$ cat config.mk
export PLATFORM = sky130hd
export DESIGN_NAME = q16_matrix_multiply_4x4
export DESIGN_NICKNAME = d
export VERILOG_FILES = /design/src/sv/mmq_pkg.sv /design/src/sv/mmq_ram.sv /design/src/sv/mmq_front.sv /design/src/sv/mmq_queue.sv /design/src/sv/mmq_back.sv /design/src/sv/q16_matrix_multiply_4x4.sv
export SDC_FILE = /design/constraint.sdc
export NUM_CORES = 2
export LEC_CHECK = 0
export ABC_AREA = 0
export BUFFER_PORTS_ARGS = -buffer_cell sky130_fd_sc_hd__buf_2
export CORE_MARGIN = 2
export CORE_UTILIZATION = 45
export CTS_CLUSTER_DIAMETER = 100
export DETAILED_ROUTE_END_ITERATION = 12
export SYNTH_ARGS = -nofsm -noshare
export SYNTH_HDL_FRONTEND = slang
export SYNTH_HIERARCHICAL = 1
export SYNTH_SLANG_ARGS = --single-unit
$ cat constraint.sdc
create_clock -name clk -period 9.15 [get_ports clk]
set_input_delay 1.3725 -clock clk [delete_from_list [all_inputs] [get_ports clk]]
set_output_delay 1.3725 -clock clk [all_outputs]
set_load 0.05 [all_outputs]
$ cat src/sv/mmq_pkg.sv
package mmq_pkg;

    localparam int WORD_W = 32;
    localparam int DIM_W = 3;
    localparam int IDX_W = 2;
    localparam int ADDR_W = 4;
    localparam int SIDE_CAP = 4;
    localparam int QUEUE_DEPTH = 2;

    localparam logic [DIM_W-1:0] DIM_RESET = 3'd4;

    localparam logic [1:0] CMD_WRITE_A = 2'd0;
    localparam logic [1:0] CMD_WRITE_B = 2'd1;
    localparam logic [1:0] CMD_COMPUTE = 2'd2;

    localparam logic [1:0] REG_ROWS_A = 2'd0;
    localparam logic [1:0] REG_INNER_DIM = 2'd1;
    localparam logic [1:0] REG_COLS_B = 2'd2;

    typedef struct packed {
        logic              is_compute;
        logic              is_b;
        logic [IDX_W-1:0]  row;
        logic [IDX_W-1:0]  col;
        logic [WORD_W-1:0] value;
    } q_item_t;

    typedef struct packed {
        logic [DIM_W-1:0] rows_a;
        logic [DIM_W-1:0] inner_dim;
        logic [DIM_W-1:0] cols_b;
    } dims_t;

endpackage

$ cat src/sv/mmq_ram.sv
module mmq_ram #(
    parameter int WIDTH = 32,
    parameter int DEPTH = 16
) (
    input  logic                     clk,
    input  logic                     we,
    input  logic [$clog2(DEPTH)-1:0] waddr,
    input  logic [WIDTH-1:0]         wdata,
    input  logic [$clog2(DEPTH)-1:0] raddr,
    output logic [WIDTH-1:0]         rdata
);

    logic [WIDTH-1:0] mem_reg [DEPTH];
    logic [WIDTH-1:0] rdata_reg;

    always_ff @(posedge clk)
    begin
        if (we)
        begin
            mem_reg[waddr] <= wdata;
        end
        rdata_reg <= mem_reg[raddr];
    end

    assign rdata = rdata_reg;

endmodule

$ cat src/sv/mmq_front.sv
module mmq_front #(
    parameter int DIM = 4
) (
    input  logic                       clk,
    input  logic                       rst_n,
    input  logic                       psel,
    input  logic                       penable,
    input  logic                       pwrite,
    input  logic [mmq_pkg::ADDR_W-1:0] paddr,
    input  logic [mmq_pkg::WORD_W-1:0] pwdata,
    output logic [mmq_pkg::WORD_W-1:0] prdata,
    output logic                       pready,
    input  logic                       start,
    input  logic                       full,
    output logic                       busy,
    input  logic [1:0]                 cmd,
    input  logic [mmq_pkg::IDX_W-1:0]  row,
    input  logic [mmq_pkg::IDX_W-1:0]  col,
    input  logic [mmq_pkg::WORD_W-1:0] value,
    output logic                       push,
    output mmq_pkg::q_item_t           push_item,
    output mmq_pkg::dims_t             dims
);

    localparam int LIM = (DIM < mmq_pkg::SIDE_CAP) ? DIM : mmq_pkg::SIDE_CAP;

    logic [mmq_pkg::DIM_W-1:0] rows_a_reg;
    logic [mmq_pkg::DIM_W-1:0] inner_dim_reg;
    logic [mmq_pkg::DIM_W-1:0] cols_b_reg;
    logic [1:0]                reg_idx;
    logic                      cfg_write;
    logic                      accept;
    logic                      in_range;
    logic                      is_write;

    function automatic logic [mmq_pkg::DIM_W-1:0] clamp_dim(input logic [mmq_pkg::DIM_W-1:0] v);
        logic [mmq_pkg::DIM_W-1:0] r;
        r = v;
        if (int'(v) > LIM)
        begin
            r = mmq_pkg::DIM_W'(LIM);
        end
        return r;
    endfunction

    assign reg_idx = paddr[mmq_pkg::ADDR_W-1:2];
    assign cfg_write = psel && penable && pwrite;
    assign pready = 1'b1;

    always_ff @(posedge clk or negedge rst_n)
    begin
        if (!rst_n)
        begin
            rows_a_reg <= mmq_pkg::DIM_RESET;
            inner_dim_reg <= mmq_pkg::DIM_RESET;
            cols_b_reg <= mmq_pkg::DIM_RESET;
        end
        else if (cfg_write)
        begin
            unique case (reg_idx)
                mmq_pkg::REG_ROWS_A:    rows_a_reg <= pwdata[mmq_pkg::DIM_W-1:0];
                mmq_pkg::REG_INNER_DIM: inner_dim_reg <= pwdata[mmq_pkg::DIM_W-1:0];
                mmq_pkg::REG_COLS_B:    cols_b_reg <= pwdata[mmq_pkg::DIM_W-1:0];
                default: ;
            endcase
        end
    end

    always_comb
    begin
        unique case (reg_idx)
            mmq_pkg::REG_ROWS_A:    prdata = mmq_pkg::WORD_W'(rows_a_reg);
            mmq_pkg::REG_INNER_DIM: prdata = mmq_pkg::WORD_W'(inner_dim_reg);
            mmq_pkg::REG_COLS_B:    prdata = mmq_pkg::WORD_W'(cols_b_reg);
            default:                prdata = '0;
        endcase
    end

    assign dims.rows_a = clamp_dim(rows_a_reg);
    assign dims.inner_dim = clamp_dim(inner_dim_reg);
    assign dims.cols_b = clamp_dim(cols_b_reg);

    // unused command and writes outside the store never reach the queue
    assign busy = full;
    assign accept = start && !full;
    assign in_range = (int'(row) < DIM) && (int'(col) < DIM);
    assign is_write = (cmd == mmq_pkg::CMD_WRITE_A) || (cmd == mmq_pkg::CMD_WRITE_B);
    assign push = accept && ((cmd == mmq_pkg::CMD_COMPUTE) || (is_write && in_range));

    assign push_item.is_compute = (cmd == mmq_pkg::CMD_COMPUTE);
    assign push_item.is_b = (cmd == mmq_pkg::CMD_WRITE_B);
    assign push_item.row = row;
    assign push_item.col = col;
    assign push_item.value = value;

endmodule

$ cat src/sv/mmq_queue.sv
module mmq_queue (
    input  logic             clk,
    input  logic             rst_n,
    input  logic             push,
    input  mmq_pkg::q_item_t push_item,
    output logic             full,
    input  logic             pop,
    output logic             valid,
    output mmq_pkg::q_item_t item
);

    localparam int PW = (mmq_pkg::QUEUE_DEPTH > 1) ? $clog2(mmq_pkg::QUEUE_DEPTH) : 1;
    localparam int CW = $clog2(mmq_pkg::QUEUE_DEPTH + 1);

    mmq_pkg::q_item_t mem_reg [mmq_pkg::QUEUE_DEPTH];
    logic [PW-1:0]    wr_ptr_reg;
    logic [PW-1:0]    wr_ptr_next;
    logic [PW-1:0]    rd_ptr_reg;
    logic [PW-1:0]    rd_ptr_next;
    logic [CW-1:0]    count_reg;
    logic [CW-1:0]    count_next;

    assign full = (count_reg == CW'(mmq_pkg::QUEUE_DEPTH));
    assign valid = (count_reg != '0);
    assign item = mem_reg[rd_ptr_reg];

    always_comb
    begin
        wr_ptr_next = wr_ptr_reg;
        rd_ptr_next = rd_ptr_reg;
        count_next = count_reg;
        if (push)
        begin
            wr_ptr_next = (wr_ptr_reg == PW'(mmq_pkg::QUEUE_DEPTH - 1)) ? '0 : wr_ptr_reg + 1'b1;
        end
        if (pop)
        begin
            rd_ptr_next = (rd_ptr_reg == PW'(mmq_pkg::QUEUE_DEPTH - 1)) ? '0 : rd_ptr_reg + 1'b1;
        end
        if (push && !pop)
        begin
            count_next = count_reg + 1'b1;
        end
        else if (pop && !push)
        begin
            count_next = count_reg - 1'b1;
        end
    end

    always_ff @(posedge clk or negedge rst_n)
    begin
        if (!rst_n)
        begin
            wr_ptr_reg <= '0;
            rd_ptr_reg <= '0;
            count_reg <= '0;
        end
        else
        begin
            wr_ptr_reg <= wr_ptr_next;
            rd_ptr_reg <= rd_ptr_next;
            count_reg <= count_next;
        end
    end

    always_ff @(posedge clk)
    begin
        if (push)
        begin
            mem_reg[wr_ptr_reg] <= push_item;
        end
    end

    assert property (@(posedge clk) disable iff (!rst_n) push |-> !full)
        else $error("push into full queue");
    assert property (@(posedge clk) disable iff (!rst_n) pop |-> valid)
        else $error("pop from empty queue");
    assert property (@(posedge clk) disable iff (!rst_n)
        count_reg <= CW'(mmq_pkg::QUEUE_DEPTH))
        else $error("queue count beyond depth");

endmodule

$ cat src/sv/mmq_back.sv
module mmq_back #(
    parameter int DIM = 4,
    parameter int FRAC_BITS = 16
) (
    input  logic                       clk,
    input  logic                       rst_n,
    input  mmq_pkg::dims_t             dims,
    input  logic                       q_valid,
    input  mmq_pkg::q_item_t           q_item,
    output logic                       pop,
    output logic                       strobe,
    output logic [mmq_pkg::IDX_W-1:0]  out_row,
    output logic [mmq_pkg::IDX_W-1:0]  out_col,
    output logic [mmq_pkg::WORD_W-1:0] product_value,
    output logic                       last
);

    localparam int AW = $clog2(DIM * DIM);
    localparam logic ST_IDLE = 1'b0;
    localparam logic ST_RUN = 1'b1;

    typedef struct packed {
        logic                      first;
        logic                      lastterm;
        logic                      zero;
        logic [mmq_pkg::IDX_W-1:0] row;
        logic [mmq_pkg::IDX_W-1:0] col;
        logic                      last;
    } tag_t;

    logic                       state_reg;
    logic                       state_next;
    logic [mmq_pkg::IDX_W-1:0]  i_reg;
    logic [mmq_pkg::IDX_W-1:0]  i_next;
    logic [mmq_pkg::IDX_W-1:0]  k_reg;
    logic [mmq_pkg::IDX_W-1:0]  k_next;
    logic [mmq_pkg::IDX_W-1:0]  j_reg;
    logic [mmq_pkg::IDX_W-1:0]  j_next;
    logic                       issue;
    logic                       nk_zero;
    logic                       j_end;
    logic                       k_end;
    logic                       i_end;
    logic                       start_run;
    tag_t                       issue_tag;
    logic                       we_a;
    logic                       we_b;
    logic [AW-1:0]              waddr;
    logic [AW-1:0]              raddr_a;
    logic [AW-1:0]              raddr_b;
    logic [mmq_pkg::WORD_W-1:0] rdata_a;
    logic [mmq_pkg::WORD_W-1:0] rdata_b;
    logic signed [63:0]         full_prod;
    logic                       s1_valid_reg;
    tag_t                       s1_tag_reg;
    logic                       s2_valid_reg;
    tag_t                       s2_tag_reg;
    logic [mmq_pkg::WORD_W-1:0] s2_prod_reg;
    logic [mmq_pkg::WORD_W-1:0] acc_reg;
    logic [mmq_pkg::WORD_W-1:0] sum;
    logic                       strobe_reg;
    logic [mmq_pkg::IDX_W-1:0]  out_row_reg;
    logic [mmq_pkg::IDX_W-1:0]  out_col_reg;
    logic [mmq_pkg::WORD_W-1:0] product_value_reg;
    logic                       last_reg;

    // writes are applied only between multiplies, so item order is kept
    assign pop = q_valid && (state_reg == ST_IDLE);
    assign we_a = pop && !q_item.is_compute && !q_item.is_b;
    assign we_b = pop && !q_item.is_compute && q_item.is_b;
    assign waddr = AW'(int'(q_item.row) * DIM + int'(q_item.col));
    assign start_run = pop && q_item.is_compute && (dims.rows_a != '0) && (dims.cols_b != '0);

    assign issue = (state_reg == ST_RUN);
    assign nk_zero = (dims.inner_dim == '0);
    assign j_end = nk_zero || (({1'b0, j_reg} + 3'd1) == dims.inner_dim);
    assign k_end = (({1'b0, k_reg} + 3'd1) == dims.cols_b);
    assign i_end = (({1'b0, i_reg} + 3'd1) == dims.rows_a);

    always_comb
    begin
        state_next = state_reg;
        i_next = i_reg;
        k_next = k_reg;
        j_next = j_reg;
        if (start_run)
        begin
            state_next = ST_RUN;
            i_next = '0;
            k_next = '0;
            j_next = '0;
        end
        else if (issue)
        begin
            if (!j_end)
            begin
                j_next = j_reg + 1'b1;
            end
            else
            begin
                j_next = '0;
                if (!k_end)
                begin
                    k_next = k_reg + 1'b1;
                end
                else
                begin
                    k_next = '0;
                    if (!i_end)
                    begin
                        i_next = i_reg + 1'b1;
                    end
                    else
                    begin
                        state_next = ST_IDLE;
                    end
                end
            end
        end
    end

    always_ff @(posedge clk or negedge rst_n)
    begin
        if (!rst_n)
        begin
            state_reg <= ST_IDLE;
            i_reg <= '0;
            k_reg <= '0;
            j_reg <= '0;
            s1_valid_reg <= 1'b0;
            s2_valid_reg <= 1'b0;
            strobe_reg <= 1'b0;
        end
        else
        begin
            state_reg <= state_next;
            i_reg <= i_next;
            k_reg <= k_next;
            j_reg <= j_next;
            s1_valid_reg <= issue;
            s2_valid_reg <= s1_valid_reg;
            strobe_reg <= s2_valid_reg && s2_tag_reg.lastterm;
        end
    end

    assign issue_tag.first = (j_reg == '0);
    assign issue_tag.lastterm = j_end;
    assign issue_tag.zero = nk_zero;
    assign issue_tag.row = i_reg;
    assign issue_tag.col = k_reg;
    assign issue_tag.last = i_end && k_end;

    assign raddr_a = AW'(int'(i_reg) * DIM + int'(j_reg));
    assign raddr_b = AW'(int'(j_reg) * DIM + int'(k_reg));

    mmq_ram #(
        .WIDTH(mmq_pkg::WORD_W),
        .DEPTH(DIM * DIM)
    ) u_ram_a (
        .clk(clk),
        .we(we_a),
        .waddr(waddr),
        .wdata(q_item.value),
        .raddr(raddr_a),
        .rdata(rdata_a)
    );

    mmq_ram #(
        .WIDTH(mmq_pkg::WORD_W),
        .DEPTH(DIM * DIM)
    ) u_ram_b (
        .clk(clk),
        .we(we_b),
        .waddr(waddr),
        .wdata(q_item.value),
        .raddr(raddr_b),
        .rdata(rdata_b)
    );

    assign full_prod = $signed(rdata_a) * $signed(rdata_b);
    // dropping the low fraction bits of the signed product is the arithmetic shift
    assign sum = (s2_tag_reg.first ? '0 : acc_reg) + s2_prod_reg;

    always_ff @(posedge clk)
    begin
        s1_tag_reg <= issue_tag;
        s2_tag_reg <= s1_tag_reg;
        s2_prod_reg <= s1_tag_reg.zero ? '0 : full_prod[FRAC_BITS +: mmq_pkg::WORD_W];
        if (s2_valid_reg)
        begin
            acc_reg <= sum;
        end
        if (s2_valid_reg && s2_tag_reg.lastterm)
        begin
            out_row_reg <= s2_tag_reg.row;
            out_col_reg <= s2_tag_reg.col;
            product_value_reg <= sum;
            last_reg <= s2_tag_reg.last;
        end
    end

    assign strobe = strobe_reg;
    assign out_row = out_row_reg;
    assign out_col = out_col_reg;
    assign product_value = product_value_reg;
    assign last = last_reg;

    assert property (@(posedge clk) disable iff (!rst_n) issue |=> s1_valid_reg)
        else $error("issued term lost before operand stage");
    assert property (@(posedge clk) disable iff (!rst_n) issue |-> !pop)
        else $error("queue popped while multiply in flight");
    assert property (@(posedge clk) disable iff (!rst_n)
        s1_valid_reg && s1_tag_reg.lastterm && s1_tag_reg.last |=> ##1 strobe && last)
        else $error("final element not flagged on output");

endmodule

$ cat src/sv/q16_matrix_multiply_4x4.sv
// with the back end idle, a taken start passes the queue, the issue state, the RAM read
// and product registers and the output register before the first word's strobe rises;
// later words follow as their sums finish; a write holds the back end only for its pop,
// a multiply until its last term issues, at one term per cycle through the multiplier
// a two-entry queue lets new items be taken while a multiply runs; busy means it is full;
// results leave on strobe for one cycle each; the receiver cannot stall them
// rst_n clears control and sets every dimension register to 4; matrix stores stay as they are
module q16_matrix_multiply_4x4 #(
    parameter int DIM = 4,
    parameter int FRAC_BITS = 16
) (
    input  logic                       clk,
    input  logic                       rst_n,
    input  logic                       psel,
    input  logic                       penable,
    input  logic                       pwrite,
    input  logic [mmq_pkg::ADDR_W-1:0] paddr,
    input  logic [mmq_pkg::WORD_W-1:0] pwdata,
    output logic [mmq_pkg::WORD_W-1:0] prdata,
    output logic                       pready,
    input  logic                       start,
    output logic                       busy,
    input  logic [1:0]                 cmd,
    input  logic [mmq_pkg::IDX_W-1:0]  row,
    input  logic [mmq_pkg::IDX_W-1:0]  col,
    input  logic [mmq_pkg::WORD_W-1:0] value,
    output logic                       strobe,
    output logic [mmq_pkg::IDX_W-1:0]  out_row,
    output logic [mmq_pkg::IDX_W-1:0]  out_col,
    output logic [mmq_pkg::WORD_W-1:0] product_value,
    output logic                       last
);

    logic             push;
    mmq_pkg::q_item_t push_item;
    logic             full;
    logic             pop;
    logic             q_valid;
    mmq_pkg::q_item_t q_item;
    mmq_pkg::dims_t   dims;

    mmq_front #(
        .DIM(DIM)
    ) u_front (
        .clk(clk),
        .rst_n(rst_n),
        .psel(psel),
        .penable(penable),
        .pwrite(pwrite),
        .paddr(paddr),
        .pwdata(pwdata),
        .prdata(prdata),
        .pready(pready),
        .start(start),
        .full(full),
        .busy(busy),
        .cmd(cmd),
        .row(row),
        .col(col),
        .value(value),
        .push(push),
        .push_item(push_item),
        .dims(dims)
    );

    mmq_queue u_queue (
        .clk(clk),
        .rst_n(rst_n),
        .push(push),
        .push_item(push_item),
        .full(full),
        .pop(pop),
        .valid(q_valid),
        .item(q_item)
    );

    mmq_back #(
        .DIM(DIM),
        .FRAC_BITS(FRAC_BITS)
    ) u_back (
        .clk(clk),
        .rst_n(rst_n),
        .dims(dims),
        .q_valid(q_valid),
        .q_item(q_item),
        .pop(pop),
        .strobe(strobe),
        .out_row(out_row),
        .out_col(out_col),
        .product_value(product_value),
        .last(last)
    );

endmodule
* After elaboration in Yosys (flattened, before gate mapping)
Memories as Yosys holds them, arrays and structs flattened. A register that Yosys moved wholly into a read port is not among the register bits.
Index checks and enable logic that the tools add are counted.
** Word-level totals
- Flip-flop bits (word level) :: 139
- RAM bits :: 1100
- Memories :: 3
** Operators by class
- $add $sub $neg :: 14
- $mul :: 1
- Order comparisons :: 3
- Equal/unequal tests :: 9
- Mux-type cells :: 32
- Bitwise operators :: 1
- Reduce and logical (&&, ||, !) cells :: 39
** Memories
- u_back.u_ram_a.mem_reg :: words 16, width 32, read ports 1, clocked after memory_dff 1, write ports 1, line mmq_ram.sv:13 : logic [WIDTH-1:0] mem_reg [DEPTH];
- u_back.u_ram_b.mem_reg :: words 16, width 32, read ports 1, clocked after memory_dff 1, write ports 1, line mmq_ram.sv:13
- u_queue.mem_reg :: words 2, width 38, read ports 1, clocked after memory_dff 0, write ports 1, line mmq_queue.sv:15 : mmq_pkg::q_item_t mem_reg [mmq_pkg::QUEUE_DEPTH];
** Operators with widths (number)
- 32-bit by 32-bit multiplier with 48-bit output :: 1
- 32-bit adder :: 1
- 32-bit two-way mux :: 1
- 2-bit two-way mux :: 14
- 1-bit logical AND :: 15
- 1-bit two-way mux :: 13
- 4-bit by 2-bit adder with 4-bit output :: 3
- 2-bit nonzero test :: 5
- 2-bit by 1-bit adder with 3-bit output, second input constant :: 3
- 3-bit equality test :: 3
- 3-bit > comparator, second input constant :: 3
- 3-bit two-way mux :: 3
- 3-bit case mux with 3 select lines :: 1
- 2-bit by 1-bit adder with 2-bit output, second input constant :: 4
- 2-bit AND reduction :: 4
- 2-bit equality test, second input constant :: 3
- 2-bit zero test :: 3
- 3-bit nonzero test :: 2
- 1-bit zero test :: 5
- 2-bit by 1-bit equality test with 1-bit output, second input constant :: 2
- 4-bit AND reduction :: 1
- 3-bit zero test :: 1
- 1-bit logical OR :: 3
- 1-bit adder, second input constant :: 2
- other kinds (3) :: 3

* Longest topological paths before layout
- Depth after elaboration :: 8
- Depth in mapped cells :: 27

* By module
The synthesis kept the hierarchy.
** By module, submodules not included
- mmq_back :: instances 1, cells each 3518, area an instance 33794.9 µm², seq. area each 3263.1 µm²
- mmq_ram at u_back.u_ram_b :: instances 1, cells each 838, area an instance 19854.0 µm², seq. area each 16015.4 µm²
- mmq_ram at u_back.u_ram_a :: instances 1, cells each 838, area an instance 19835.3 µm², seq. area each 16015.4 µm²
- mmq_queue :: instances 1, cells each 134, area an instance 2977.9 µm², seq. area each 2382.3 µm²
- mmq_front :: instances 1, cells each 115, area an instance 1029.7 µm², seq. area each 229.0 µm²

* Least setup slack after synthesis
Ideal clock, no wire load.
- Path kind :: register to register
- Start point :: register u_back.u_ram_a.rdata_reg[19], in the netlist u_back/u_ram_a/rdata[19], read port of u_back.u_ram_a.mem_reg
- End point :: register u_back/s2_prod_reg[29] in the netlist's numbering
- Setup time :: 0.123 ns
- Data arrival time :: 7.332 ns
- Required time :: 9.027 ns
- Path slack :: 1.694 ns
- Cell stages (with the launch flop) :: 22
- Clock period less this slack :: 7.456 ns
- Path through :: dfxtp_1 > clkbuf_1 > clkbuf_1 > nand2_1 > fa_1 > fa_1 > fa_1 > fa_1 > inv_1 > fa_1 > fa_1 > fa_1 > fa_1 > ha_1 > a2111oi_0 > a21oi_1 > or4_4 > a41o_1 > a31oi_1 > o21ai_1 > a21oi_2 > mux2_1
** Between the ends
- Word-level cells in the longest chain between the ends :: 1
** Ends and longest elaborated chain
- from (decl) :: line mmq_ram.sv:14 : logic [WIDTH-1:0] rdata_reg;
- 32-bit by 32-bit multiplier with 48-bit output :: line mmq_back.sv:180 : assign full_prod = $signed(rdata_a) * $signed(rdata_b);
- to (signal assigned) :: line mmq_back.sv:188 : s2_prod_reg <= s1_tag_reg.zero ? '0 : full_prod[FRAC_BITS +: mmq_pkg::WORD_W];
- to (decl) :: line mmq_back.sv:58 : logic [mmq_pkg::WORD_W-1:0] s2_prod_reg;
Every way passes these cells.
A chain may end at the register's enable or synchronous reset.

* Worst setup path in the final report
- Start point :: register u_back.u_ram_b.rdata_reg[10], in the netlist u_back/u_ram_b/rdata[10], read port of u_back.u_ram_b.mem_reg
- End point :: register u_back/s2_prod_reg[29] in the netlist's numbering
** Between the ends
- Word-level cells in the longest chain between the ends :: 1
** Ends and longest elaborated chain (line)
- from (decl) :: mmq_ram.sv:14
- 32-bit by 32-bit multiplier with 48-bit output :: mmq_back.sv:180
Every way passes these cells.

==> impl_metrics.tcl <==
set metrics [dict create \
    vias_per_cell 5.296 \
    start_kind "flip-flop" \
    postPlaceCellArea_um2 80610 \
    wirelength_mm 175.4 \
    clock_latency_ps 790 \
    drt_iter0_markers 2666 \
    nFillCells 14570 \
    setup_slack_ps 738.1 \
    fp.dieH_um 419.0 \
    synth_flop_cell "edfxtp_1" \
    endpoint_kind "flip-flop" \
    slew_headroom 0.1734 \
    numCtsBuffers 131 \
    tritoncts "yes" \
    port_buffers 90 \
    cts_resized 0 \
    final_nets 6610 \
    hold_viol 0 \
    ys_seq_elements 1303 \
    drive_gt1_frac 0.1384 \
    pre_cts_ws_ps 707.5 \
    dp_hpwl_mm 119.2 \
    gr-total-overflow 0 \
    fin_skew_ps 68.06 \
    finalInstanceArea_um2 84960 \
    post_drt_wl_per_cell_um 22.16 \
    antenna_found_initial 9 \
    row_count 152 \
    required_ps 9800 \
    postCtsHoldBufs 0 \
    post-cts-setup-buffers 0 \
    dieArea_um2 175500 \
    ys_warn_count 6 \
    drt_pass1_iterations 5 \
    clockBufferDepth 3 \
    fin_crit_ps 8412 \
    crit_fanout 23 \
    period_share 0.9193 \
    route.vias.total 41920 \
    yosysSeqAreaShare 0.4891 \
    core_um2 171400 \
    die_w_um 419.0 \
    grt_start_max_net_pins 99 \
    setup-tns-final_ps 0 \
    grt_setup_unrepaired "no" \
    grt_pass1_vias 45110 \
    place_congestion 0.8364 \
    slew_viol_final 0 \
    ant_nets 0 \
    hp-class "flip-flop to flip-flop" \
    drv_cap 0 \
    clockRootBuffer "clkbuf_16" \
    path_clk_slew_ps 60 \
    grt_pass1_wl_mm 272.3 \
    tightestPinTransition_ps 1237 \
    outcome "finished, final reports clean" \
    path_class "flip-flop to flip-flop" \
    syn_area_per_cell_um2 14.24 \
    clkSinkCount 1303 \
    areaGrowthSynthToFinish_pct 9.643 \
    start_util 0.4522 \
    arrival_ps 9060 \
    synth_cell_type_count 70 \
    async_reset_ff_frac 0.01765 \
    pin_count 152 \
    syn_area_um2 77490 \
    drc 0 \
    track_usage 0.2059 \
    synthCells 5443 \
    synth-edff-count 1169 \
    max_freq_mhz 118.9 \
    finalSetupViolCount 0 \
    htree_levels 4 \
]
placed cells by master (no fill, tap or decap), types with 62 or more instances in the layout:
cell / netlist / final
a21oi_1: 66 / 66
a22oi_1: 128 / 128
and2_1: 448 / 444
buf_2: 11 / 90
buf_4: 89 / 131
clkbuf_16: 0 / 131
dfxtp_1: 111 / 111
edfxtp_1: 1169 / 1169
fa_1: 839 / 839
ha_1: 199 / 199
inv_1: 786 / 786
mux4_2: 256 / 256
nand2_1: 542 / 542
nor2_1: 88 / 62
nor2b_1: 69 / 64
xnor2_1: 74 / 74
area by class of cell:
type / instances / area, um2 / area share
clock buffer: 180 / 3562 / 0.04193
inverter: 786 / 2950 / 0.03472
multi-input combinational: 3047 / 35370 / 0.4163
tap: 2310 / 2890 / 0.03402
timing repair buffer: 223 / 1474 / 0.01735
antenna: 5 / 12.51 / 0.0001473
clock inverter: 62 / 780.7 / 0.009189
sequential: 1303 / 37920 / 0.4463
cells in the mapped netlist, types with 7 or more instances:
master | number | area [um2]
edfxtp_1 | 1169 | 35100
fa_1 | 839 | 16800
inv_1 | 786 | 2950
nand2_1 | 542 | 2034
and2_1 | 448 | 2803
mux4_2 | 256 | 5766
clkbuf_1 | 211 | 792.0
ha_1 | 199 | 2490
a22oi_1 | 128 | 960.9
dfxtp_1 | 111 | 2222
buf_4 | 89 | 668.1
nor2_1 | 88 | 330.3
xnor2_1 | 74 | 648.1
nor2b_1 | 69 | 431.7
a21oi_1 | 66 | 330.3
mux2_2 | 35 | 394.1
a21o_1 | 30 | 225.2
xor2_1 | 30 | 262.8
o21ai_0 | 27 | 135.1
nor3_1 | 26 | 130.1
dfrtp_1 | 20 | 500.5
nand3_1 | 20 | 100.1
buf_1 | 19 | 71.32
nand2b_1 | 16 | 100.1
mux2_4 | 13 | 195.2
buf_2 | 11 | 55.05
a211oi_1 | 9 | 67.56
nand4_1 | 9 | 56.30
o21bai_1 | 9 | 67.56
o21a_1 | 8 | 60.06
and3_1 | 7 | 43.79
per-layer routing:
layer | global-route usage | wire [um]
met1 | 0.2935 | 77490
met2 | 0.3409 | 85400
met3 | 0.02613 | 9785
met4 | 0.04295 | 2701
met5 | 0 | 0
critical path, stage by stage, from the launching register on:
cell and delay [ps]:
dfxtp_1 1010, nand2_1 190, fa_1 570, inv_1 60, fa_1 430, fa_1 480, inv_1 50, fa_1 510
inv_1 60, fa_1 500, inv_1 50, fa_1 530, inv_1 50, fa_1 470, inv_1 50, fa_1 470
inv_1 40, ha_1 320, a21o_1 180, a21oi_1 150, o21ai_0 240, or4_4 520, a41o_1 310, a31oi_1 360
o21ai_1 200, a21oi_2 180, mux2_1 320
logic make-up after synthesis:
| logic type | synth area share |
|---|---|
| muxes | 0.08267 |
| AOI/OAI and AO/OA | 0.02737 |
| xor gates and xnor gates | 0.01175 |
| and+or+nand+nor | 0.08076 |
| buffers and inverters | 0.05932 |
| adders and majority gates | 0.2489 |
| other | 0.00009691 |
| DFF | 0.4891 |
per-stage QoR:
stage          hold slack, ps  cells  utilization
3_5_place_dp            313.2   7669       0.4704
3_3_place_gp            312.6   7669       0.4704
5_1_grt                 330.4   7911       0.4958
4_1_cts                 327.7   7911       0.4958
6_report                325.5   7916       0.4958
2_1_floorplan           309.6   5471            -
worst paths after layout:
path / slack, ps / startpoint / endpoint / cells after the start
setup / recovery: 740 / u_back/u_ram_b/rdata[10] / u_back/s2_prod_reg[29] / 26
max in group asynchronous: 8010 / rst_n / u_back/k_reg[0] / 1
min in group asynchronous: 600 / rst_n / u_queue/count_reg[0] / 1
hold / removal: 330 / u_back/s1_tag_reg[1] / u_back/s2_tag_reg[1] / 0
hold reg to reg: 330 / u_back/s1_tag_reg[1] / u_back/s2_tag_reg[1] / 0
setup reg to reg: 740 / u_back/u_ram_b/rdata[10] / u_back/s2_prod_reg[29] / 26
Power is left out: the tool's default activity adds up to more than one toggle a clock period on the data nets, which glitch-free logic cannot reach.
